===== src/design/event_latch_transition_unit_defines.svh =====
// Assertion macros for the event latch transition unit.
// Expects clk_i and rst_ni in the scope where the macros are used.
`ifndef EVENT_LATCH_TRANSITION_UNIT_DEFINES_SVH
`define EVENT_LATCH_TRANSITION_UNIT_DEFINES_SVH
`ifndef SYNTHESIS
`define ELT_ASSERT_IMPL(label, ante, cons) \
  label: assert property (@(posedge clk_i) disable iff (!rst_ni) (ante) |-> (cons)) \
    else $error("implication check failed");
`define ELT_ASSERT_NEXT(label, ante, cons) \
  label: assert property (@(posedge clk_i) disable iff (!rst_ni) (ante) |=> (cons)) \
    else $error("next-cycle check failed");
`else
`define ELT_ASSERT_IMPL(label, ante, cons)
`define ELT_ASSERT_NEXT(label, ante, cons)
`endif
`endif


===== src/design/elt_pkg.sv =====
// Shared types and codes for the event latch transition unit.
// No dependencies; used by elt_next_state and the top level.
package elt_pkg;

  typedef enum logic [1:0] {
    OPC_DEC = 2'd0,
    OPC_INC = 2'd1,
    OPC_PUB = 2'd2,
    OPC_DEP = 2'd3
  } opcode_e;

  typedef enum logic [1:0] {
    PH_IDLE   = 2'd0,
    PH_FIRING = 2'd1,
    PH_FIRED  = 2'd2,
    PH_UNUSED = 2'd3
  } phase_e;

  typedef enum logic [2:0] {
    ACT_NONE    = 3'd0,
    ACT_FIRE    = 3'd1,
    ACT_DRAIN   = 3'd2,
    ACT_PARK    = 3'd3,
    ACT_DELIVER = 3'd4
  } action_e;

  // Status part of one transition result.
  typedef struct packed {
    phase_e  phase;
    logic    destroyed;
    action_e action;
    logic    destroy_request;
  } elt_status_t;

  localparam int unsigned StatusWidth = $bits(elt_status_t);

endpackage


===== src/design/elt_pipe_reg.sv =====
// One valid/stall register stage holding an opaque payload.
// No dependencies; used twice by the top level.
module elt_pipe_reg #(
  parameter int unsigned Width = 8
) (
  input  logic             clk_i,
  input  logic             rst_ni,
  input  logic             valid_i,
  output logic             stall_o,
  input  logic [Width-1:0] data_i,
  output logic             valid_o,
  input  logic             stall_i,
  output logic [Width-1:0] data_o
);

  logic             valid_q;
  logic             valid_d;
  logic [Width-1:0] data_q;
  logic             load;

  // The stage can take a new transaction when empty or when its content leaves.
  assign stall_o = valid_q && stall_i;
  assign load    = valid_i && !stall_o;
  assign valid_d = load || (valid_q && stall_i);

  always_ff @(posedge clk_i or negedge rst_ni) begin
    if (!rst_ni) begin
      valid_q <= 1'b0;
    end else begin
      valid_q <= valid_d;
    end
  end

  always_ff @(posedge clk_i) begin
    if (load) begin
      data_q <= data_i;
    end
  end

  assign valid_o = valid_q;
  assign data_o  = data_q;

endmodule


===== src/design/elt_next_state.sv =====
// Next-state decision for one event word: opcode handling and destroy edge.
// Depends on elt_pkg.
module elt_next_state #(
  parameter int unsigned LatchWidth    = 32,
  parameter int unsigned ConsumerWidth = 29
) (
  input  elt_pkg::opcode_e         opcode_i,
  input  logic [LatchWidth-1:0]    latch_i,
  input  logic [ConsumerWidth-1:0] consumers_i,
  input  elt_pkg::phase_e          phase_i,
  input  logic                     destroyed_i,
  input  logic                     is_counted_i,
  input  logic                     destroy_on_fire_i,
  output logic [LatchWidth-1:0]    latch_o,
  output logic [ConsumerWidth-1:0] consumers_o,
  output elt_pkg::elt_status_t     status_o
);

  localparam logic [LatchWidth-1:0]    LatchOne = {{(LatchWidth-1){1'b0}}, 1'b1};
  localparam logic [ConsumerWidth-1:0] ConsOne  = {{(ConsumerWidth-1){1'b0}}, 1'b1};

  logic [LatchWidth-1:0]    latch_dec;
  logic [LatchWidth-1:0]    latch_inc;
  logic [ConsumerWidth-1:0] cons_nxt;
  elt_pkg::phase_e          phase_nxt;
  elt_pkg::action_e         action;
  logic                     edge_hit;

  assign latch_dec = latch_i - LatchOne;
  assign latch_inc = latch_i + LatchOne;

  always_comb begin
    latch_o   = latch_i;
    cons_nxt  = consumers_i;
    phase_nxt = phase_i;
    action    = elt_pkg::ACT_NONE;
    case (opcode_i)
      elt_pkg::OPC_DEC: begin
        if (phase_i != elt_pkg::PH_FIRED) begin
          latch_o = latch_dec;
          if ((latch_dec == '0) && (phase_i == elt_pkg::PH_IDLE)) begin
            phase_nxt = elt_pkg::PH_FIRING;
            action    = elt_pkg::ACT_FIRE;
          end
        end
      end
      elt_pkg::OPC_INC: begin
        if (phase_i != elt_pkg::PH_FIRED) begin
          latch_o = latch_inc;
        end
      end
      elt_pkg::OPC_PUB: begin
        if (phase_i == elt_pkg::PH_FIRING) begin
          phase_nxt = elt_pkg::PH_FIRED;
          action    = elt_pkg::ACT_DRAIN;
        end
      end
      elt_pkg::OPC_DEP: begin
        if (is_counted_i && (consumers_i != '0)) begin
          cons_nxt = consumers_i - ConsOne;
        end
        action = (phase_i == elt_pkg::PH_FIRED) ? elt_pkg::ACT_DELIVER : elt_pkg::ACT_PARK;
      end
      default: begin
        action = elt_pkg::ACT_NONE;
      end
    endcase
  end

  // The destroy edge fires only once, on the first fired word whose condition holds.
  assign edge_hit = !destroyed_i && (phase_nxt == elt_pkg::PH_FIRED) &&
                    (destroy_on_fire_i || (is_counted_i && (cons_nxt == '0)));

  assign consumers_o              = cons_nxt;
  assign status_o.phase           = phase_nxt;
  assign status_o.destroyed       = destroyed_i || edge_hit;
  assign status_o.action          = action;
  assign status_o.destroy_request = edge_hit;

endmodule


===== src/design/event_latch_transition_unit.sv =====
// Top level of the event latch transition unit.
// Depends on elt_pkg, elt_pipe_reg, elt_next_state and the assertion macro header.

// Takes one event word transaction per clock cycle while not stalled and returns one
// result per transaction: the word is captured in an input register, decided in
// one pass of logic, and held in a result register. The throughput of one
// transaction per cycle when not stalled is set by that single decision pass;
// a stalled result register holds its result while the input register can
// still take one more transaction. Nothing is remembered between transactions.
`include "event_latch_transition_unit_defines.svh"

module event_latch_transition_unit #(
  parameter int unsigned LATCH_WIDTH    = 32,
  parameter int unsigned CONSUMER_WIDTH = 29
) (
  input  logic                             clk_i,
  input  logic                             rst_ni,
  input  logic                             in_valid_i,
  output logic                             in_stall_o,
  input  logic [1:0]                       opcode_i,
  input  logic signed [LATCH_WIDTH-1:0]    latch_in_i,
  input  logic [CONSUMER_WIDTH-1:0]        consumers_in_i,
  input  logic [1:0]                       phase_in_i,
  input  logic                             destroyed_in_i,
  input  logic                             is_counted_i,
  input  logic                             destroy_on_fire_i,
  output logic                             out_valid_o,
  input  logic                             out_stall_i,
  output logic signed [LATCH_WIDTH-1:0]    latch_out_o,
  output logic [CONSUMER_WIDTH-1:0]        consumers_out_o,
  output logic [1:0]                       phase_out_o,
  output logic                             destroyed_out_o,
  output logic [2:0]                       base_action_o,
  output logic                             destroy_request_o
);

  localparam int unsigned InWidth  = 2 + LATCH_WIDTH + CONSUMER_WIDTH + 2 + 3;
  localparam int unsigned OutWidth = LATCH_WIDTH + CONSUMER_WIDTH + elt_pkg::StatusWidth;

  logic [InWidth-1:0]        in_data;
  logic [InWidth-1:0]        s1_data;
  logic                      s1_valid;
  logic                      s1_stall;
  logic [1:0]                s1_opcode;
  logic [LATCH_WIDTH-1:0]    s1_latch;
  logic [CONSUMER_WIDTH-1:0] s1_cons;
  logic [1:0]                s1_phase;
  logic                      s1_destroyed;
  logic                      s1_counted;
  logic                      s1_on_fire;
  logic [LATCH_WIDTH-1:0]    nxt_latch;
  logic [CONSUMER_WIDTH-1:0] nxt_cons;
  elt_pkg::elt_status_t      nxt_status;
  logic [OutWidth-1:0]       nxt_data;
  logic [OutWidth-1:0]       out_data;
  logic [LATCH_WIDTH-1:0]    out_latch;
  elt_pkg::elt_status_t      out_status;

  assign in_data = {opcode_i, $unsigned(latch_in_i), consumers_in_i, phase_in_i,
                    destroyed_in_i, is_counted_i, destroy_on_fire_i};

  elt_pipe_reg #(
    .Width (InWidth)
  ) u_in_reg (
    .clk_i   (clk_i),
    .rst_ni  (rst_ni),
    .valid_i (in_valid_i),
    .stall_o (in_stall_o),
    .data_i  (in_data),
    .valid_o (s1_valid),
    .stall_i (s1_stall),
    .data_o  (s1_data)
  );

  assign {s1_opcode, s1_latch, s1_cons, s1_phase, s1_destroyed, s1_counted, s1_on_fire} =
    s1_data;

  elt_next_state #(
    .LatchWidth    (LATCH_WIDTH),
    .ConsumerWidth (CONSUMER_WIDTH)
  ) u_next_state (
    .opcode_i          (elt_pkg::opcode_e'(s1_opcode)),
    .latch_i           (s1_latch),
    .consumers_i       (s1_cons),
    .phase_i           (elt_pkg::phase_e'(s1_phase)),
    .destroyed_i       (s1_destroyed),
    .is_counted_i      (s1_counted),
    .destroy_on_fire_i (s1_on_fire),
    .latch_o           (nxt_latch),
    .consumers_o       (nxt_cons),
    .status_o          (nxt_status)
  );

  assign nxt_data = {nxt_latch, nxt_cons, nxt_status};

  elt_pipe_reg #(
    .Width (OutWidth)
  ) u_out_reg (
    .clk_i   (clk_i),
    .rst_ni  (rst_ni),
    .valid_i (s1_valid),
    .stall_o (s1_stall),
    .data_i  (nxt_data),
    .valid_o (out_valid_o),
    .stall_i (out_stall_i),
    .data_o  (out_data)
  );

  assign {out_latch, consumers_out_o, out_status} = out_data;
  assign latch_out_o       = $signed(out_latch);
  assign phase_out_o       = out_status.phase;
  assign destroyed_out_o   = out_status.destroyed;
  assign base_action_o     = out_status.action;
  assign destroy_request_o = out_status.destroy_request;

  // A destroy request always comes with a fired, destroyed word.
  `ELT_ASSERT_IMPL(a_req_fired, out_valid_o && destroy_request_o, destroyed_out_o && (phase_out_o == elt_pkg::PH_FIRED))
  // A fire claim leaves the latch at zero and the phase at firing.
  `ELT_ASSERT_IMPL(a_fire_zero, out_valid_o && (base_action_o == elt_pkg::ACT_FIRE), (latch_out_o == '0) && (phase_out_o == elt_pkg::PH_FIRING))
  // A drain is only ever reported for a word that has just become fired.
  `ELT_ASSERT_IMPL(a_drain_fired, out_valid_o && (base_action_o == elt_pkg::ACT_DRAIN), phase_out_o == elt_pkg::PH_FIRED)
  // A decided word that is not held back shows up at the output next cycle.
  `ELT_ASSERT_NEXT(a_advance, s1_valid && !s1_stall, out_valid_o)

endmodule


===== config.mk =====
export PLATFORM = sky130hd
export DESIGN_NAME = event_latch_transition_unit
export DESIGN_NICKNAME = d
export VERILOG_FILES = /design/src/design/elt_pkg.sv /design/src/design/elt_pipe_reg.sv /design/src/design/elt_next_state.sv /design/src/design/event_latch_transition_unit.sv
export VERILOG_INCLUDE_DIRS = /design/src /design/src/design
export SDC_FILE = /design/constraint.sdc
export NUM_CORES = 1
export LEC_CHECK = 0
export ABC_AREA = 1
export ABC_CLOCK_PERIOD_IN_PS = 10400
export BUFFER_PORTS_ARGS = -buffer_cell sky130_fd_sc_hd__buf_2
export CAP_MARGIN = 20
export CORE_ASPECT_RATIO = 0.5
export CORE_MARGIN = 1
export CORE_UTILIZATION = 45
export CTS_CLUSTER_SIZE = 24
export DETAILED_ROUTE_END_ITERATION = 10
export GPL_ROUTABILITY_DRIVEN = 0
export GPL_TIMING_DRIVEN = 0
export PLACE_DENSITY = 0.78
export SYNTH_ARGS = -nofsm -noshare
export SYNTH_HDL_FRONTEND = slang
export SYNTH_SLANG_ARGS = --single-unit

===== constraint.sdc =====
create_clock -name clk_i -period 10.4 [get_ports clk_i]
set_input_delay 0.52 -clock clk_i [delete_from_list [all_inputs] [get_ports clk_i]]
set_output_delay 0.52 -clock clk_i [all_outputs]
set_load 0.05 [all_outputs]

# [After elaboration in Yosys (flattened, before gate mapping)]
# Cells that the tools add are included.
# W data, S select, Z words.
[totals] register_bits=138 input_bits=72 mem_bits_ro=0 memories=0 latch_bits=0 elab_cells=49 ram_bits=0
[classes] shift=0 reduce_logical=21 muxes=14 eq_ne=7 n_lt_le_gt_ge=0 n_addsub=3 bitwise_logic=0 div=0 multipliers=0
[ops] op="$mux W32" n=2
[ops] op="$pmux W32 S2" n=1
[ops] op="$mux W29" n=2
[ops] op="$add A32 B1 Y32 const B" n=1
[ops] op="$logic_not A32 Y1" n=1
[ops] op="$sub A32 B1 Y32 const B" n=1
[ops] op="$logic_not A29 Y1" n=1
[ops] op="$reduce_bool A29 Y1" n=1
[ops] op="$sub A29 B1 Y29 const B" n=1
[ops] op="$logic_and A1 B1 Y1" n=9
[ops] op="$pmux W3 S3" n=1
[ops] op="$eq A2 B2 Y1 const B" n=4
[ops] op="$mux W2" n=4
[ops] op="$mux W3" n=2
[ops] op="$eq A2 B1 Y1 const B" n=2
[ops] op="$logic_not A2 Y1" n=2
[ops] op="$logic_or A1 B1 Y1" n=4
[ops] op="$pmux W2 S2" n=1
[ops] op="$logic_not A1 Y1" n=3
[ops] op="$ne A2 B2 Y1 const B" n=1
[ops] op="$mux W1" n=1

# [Depth between registers and ports, before layout]
[logic_depth] ltp_word=10 mapped_depth=20 ltp_nobuf=20

# [Hierarchy]
# From an unflattened synthesis, not the netlist that was laid out.
[unflattened] hier_cells=957 hier_area_um2=8105.3
[modules_own_cells] module="elt_pipe_reg" instances=2 cells_per_inst=74 area_each_um2=2087.0
[modules_own_cells] module="elt_next_state" instances=1 cells_per_inst=809 area_each_um2=3931.3

# [Worst setup path before layout]
# No wires, ideal clock.
[synth_path] path_type="register -> register" startpoint="register u_out_reg.valid_q (netlist: u_out_reg.valid_o)" endpoint="register u_out_reg.data_q[0] (netlist: u_out_reg.data_o[0]) (enable)" setup_time_ns=0.517 path_stages_with_launch=2 path_buffers=0 path_slack_ns=5.911 t_arrival_ns=3.973 path_cell_list="dfrtp_1 a21oi_1"
[synth_via] elab_chain_cells=3
[synth_rtl] item="start: declaration" line="elt_pipe_reg.sv:16" rtl="logic valid_q;"
[synth_rtl] item="start signal: assignment" line="elt_pipe_reg.sv:30" rtl="valid_q <= valid_d;"
[synth_rtl] item="$logic_and A1 B1 Y1" line="elt_pipe_reg.sv:22" rtl="assign stall_o = valid_q && stall_i;"
[synth_rtl] item="$logic_not A1 Y1" line="elt_pipe_reg.sv:23" rtl="assign load = valid_i && !stall_o;"
[synth_rtl] item="$logic_and A1 B1 Y1" line="elt_pipe_reg.sv:23"
[synth_rtl] item="net u_out_reg.load" line="elt_pipe_reg.sv:19" rtl="logic load;"
[synth_rtl] item="end signal: assignment" line="elt_pipe_reg.sv:36" rtl="data_q <= data_i;"
[synth_rtl] item="end: declaration" line="elt_pipe_reg.sv:18" rtl="logic [Width-1:0] data_q;"
# The timed path passes the listed nets, and every way through them passes these cells.
# A chain may end at the register's enable or synchronous reset.

==> impl_results.md <==
- IO Pins: 142
- Largest net degree at the start of global routing: 37
- Top_reg_cell synth: edfxtp_1
- Synth warnings: 0
- PD cells: 161 nW/um^2
- Initial Util: 0.467
- Sum Neg Setup Slack: 0 ns
- DRT Pass-1 Iters: 9
- RSZ-0062 raised after global routing: no
- Dpl hpwl: 17200 microns
- Via count: 7725
- Critical-path cell list: inv_1, ha_1, nand3_1, nor2_1, nand2_1, xor2_1, nand3_1, nor2_1, nand3_1, nand2_1, nand2_1, nand3_2, nor2_1, nand2_1, nand2_1
- Per-cell routed wire length: 16.1 microns
- Worst r2r src: u_in_reg.data_o[34]
- WL met3: 2260 microns
- Highest metal used: met4
- Asr flop ratio synth: 0.0145
- Area contributors post-synth: edfxtp_1 50%, nand2_1 12%, nor2_1 7.4%, inv_1 5.4%, nand3_1 4.4%
- First-pass GRT wire length: 36600 microns
- Clock transition at the registers of the reported paths: 0.07 ns
- Met2 WL post-DR: 10600 microns
- Port bufs: 141
- Mapped Nets: 1083
- DR iter-0 viols: 826
- Die Area: 18900 sq um
- Worst setup slack after layout: 7.46 ns
- Worst Tran Pin Value: 0.732 ns
- Area of the multi-input gates: 3520 sq um
- Violated checks: design-rule violations
- CP peak stage delay: 0.50 ns
- Vias in the first global route: 7368
- Routed WL: 22900 microns
- Crit path DAT: 3.13 ns
- Top-count cell post-synth: nand2_1
- Clock skew: 0.0132 ns
- Leak pwr: 4.18 nW
- EDFF count, synth: 136
- Layout Utilization: 0.562
- Dpl ws: 7.60 ns
- Crit-path max FO: 5
- Setup Fix Bufs, Post-CTS: 0
- Worst Reg-to-Reg Cells: 15
- Share of layout cells above drive strength 1: 0.214
- Tmin final: 2.94 ns
- Die Y: 97.7 microns
- Cell Rows: 34
- Max-slew violations: 0
- CP most frequent cell: nand2_1
- Antenna diodes: 0
- Cts repair resizes: 0
- CTS tree: done
- CP Capture Type: flip-flop
- Max-cap violations: 0
- Crit start category: flip-flop
- Overall power: 1.60 mW
- Layout area overhead: 20.5%
- Clk root buf: clkbuf_16
- Dpl cell area: 9310 sq um
- Slew HR: 0.511
- Worst reg2reg endpoint: u_out_reg.data_o[4]
- Hold EP: u_in_reg.data_o[1]
- Final #Nets: 1247
- CTS buffer count: 17
- Core Region: 17700 sq um
- Crit path kind: flip-flop to flip-flop
- #FFs+latches synth: 138
- Clock buffer depth: 2
- H-tree Lvls: 4
- Cts hold-fix bufs: 1
- Mapped Cells: 1007
- Tot GR Track Use: 0.247
- Wl on met1: 9130 microns
- VDD IR max: 0.115 mV
- Hold path start: is_counted_i
- Status: finished with violations
- Clock Latency Late Sink: 0.43 ns
- Overflow after GRT: 0
- Sequential fraction of the synthesis area: 0.502
- Mapped cell area: 8240 sq um
- Final Hold Viols: 0
- Hold Path Stages: 1
- Post-route cell area: 9930 sq um
- Sequential Area: 4130 sq um
- Vias per inst: 5.45
- Endpoints failing setup: 0
- Post-route DRC: 5
- Hold Path Class: input port to flip-flop
- Fin crit share: 0.283
- Antenna violations before repair: 0
- # fillers: 1582
- Chip width: 193 microns
- Reg-to-reg slack, setup: 7.46 ns
- Netlist cell types: 43
- Yosys top cell by area: edfxtp_1
- Synth top area share: 0.496
- Synth cell count leaders: 253 x nand2_1, 163 x nor2_1, 136 x edfxtp_1
- Avg Cell Area, Syn: 8.18 sq um
- FMAX: 340 MHz
- WP data required: 10.59 ns
- Post-route ant nets: 0
- Clk sinks: 138
- Slowest CP cell: edfxtp_1
-- layer usage --
layer,track usage,vias up
li1,-,3668
met1,0.305,3503
met2,0.413,463
met3,0.0580,91
met4,0.116,0
met5,0,-
-- cells by family after synthesis --
| logic type | share of synthesized area |
|---|---|
| and+or+nand+nor | 0.317 |
| buffers and inverters | 0.0720 |
| DFF | 0.502 |
| AOI/OAI and AO/OA | 0.0736 |
| xor gates and xnor gates | 0.0298 |
| adders and majority gates | 0.00607 |
-- how the worst max path moves through the flow --
stage / start / to / slack (ns)
floorplan: u_out_reg.valid_o / u_out_reg.data_o[0] / 5.91
global placement: out_stall_i / u_out_reg.data_o[42] / 4.61
detailed placement: u_in_reg.data_o[34] / u_out_reg.data_o[4] / 7.60
CTS: u_in_reg.data_o[34] / u_out_reg.data_o[4] / 7.59
global route: u_in_reg.data_o[34] / u_out_reg.data_o[4] / 7.28
finish: u_in_reg.data_o[34] / u_out_reg.data_o[4] / 7.46
-- registers in the layout (all words and copies together), names as in the netlist --
register           count
u_in_reg.data_o       68
u_out_reg.data_o      68
u_in_reg.valid_o       1
u_out_reg.valid_o      1
-- worst max-delay path: cells and delay by family, from the launching register on --
family	cells	cell delay (ns)
DFF	1	0.50
adders and majority gates	1	0.26
buffers and inverters	1	0.17
xor gates and xnor gates	1	0.26
and+or+nand+nor	12	1.51
-- stage by stage --
stage,instances,hold slack [ns]
floorplan,1007,0.224
global placement,1382,0.304
detailed placement,1385,0.309
CTS,1418,0.253
global route,1418,0.251
finish,1418,0.256
-- placed cells by master (no fill, tap or decap), types with 17 or more instances in the layout --
cell | netlist | final
nand2_1 | 253 | 253
nor2_1 | 163 | 163
buf_2 | 6 | 147
edfxtp_1 | 136 | 136
inv_1 | 118 | 117
nand3_1 | 73 | 73
o21ai_0 | 37 | 37
a21oi_1 | 32 | 31
xor2_1 | 26 | 26
nand4_1 | 22 | 22
nor2_2 | 17 | 17
clkbuf_16 | 0 | 17
-- area by class of cell --
type | count | share of cell area
Buffer | 20 | 0.00945
Multi-Input combinational cell | 718 | 0.355
Clock inverter | 15 | 0.0183
Tap cell | 234 | 0.0295
Clock buffer | 17 | 0.0429
Sequential cell | 138 | 0.416
Inverter | 131 | 0.0503
Timing Repair Buffer | 145 | 0.0781
-- power by group --
| group | switching [mW] | internal [mW] |
|---|---|---|
| sequential | 0.0259 | 0.665 |
| clock | 0.270 | 0.364 |
| combinational | 0.206 | 0.0684 |
| total | 0.502 | 1.10 |
No activity file was read; power rests on OpenSTA's default activity.
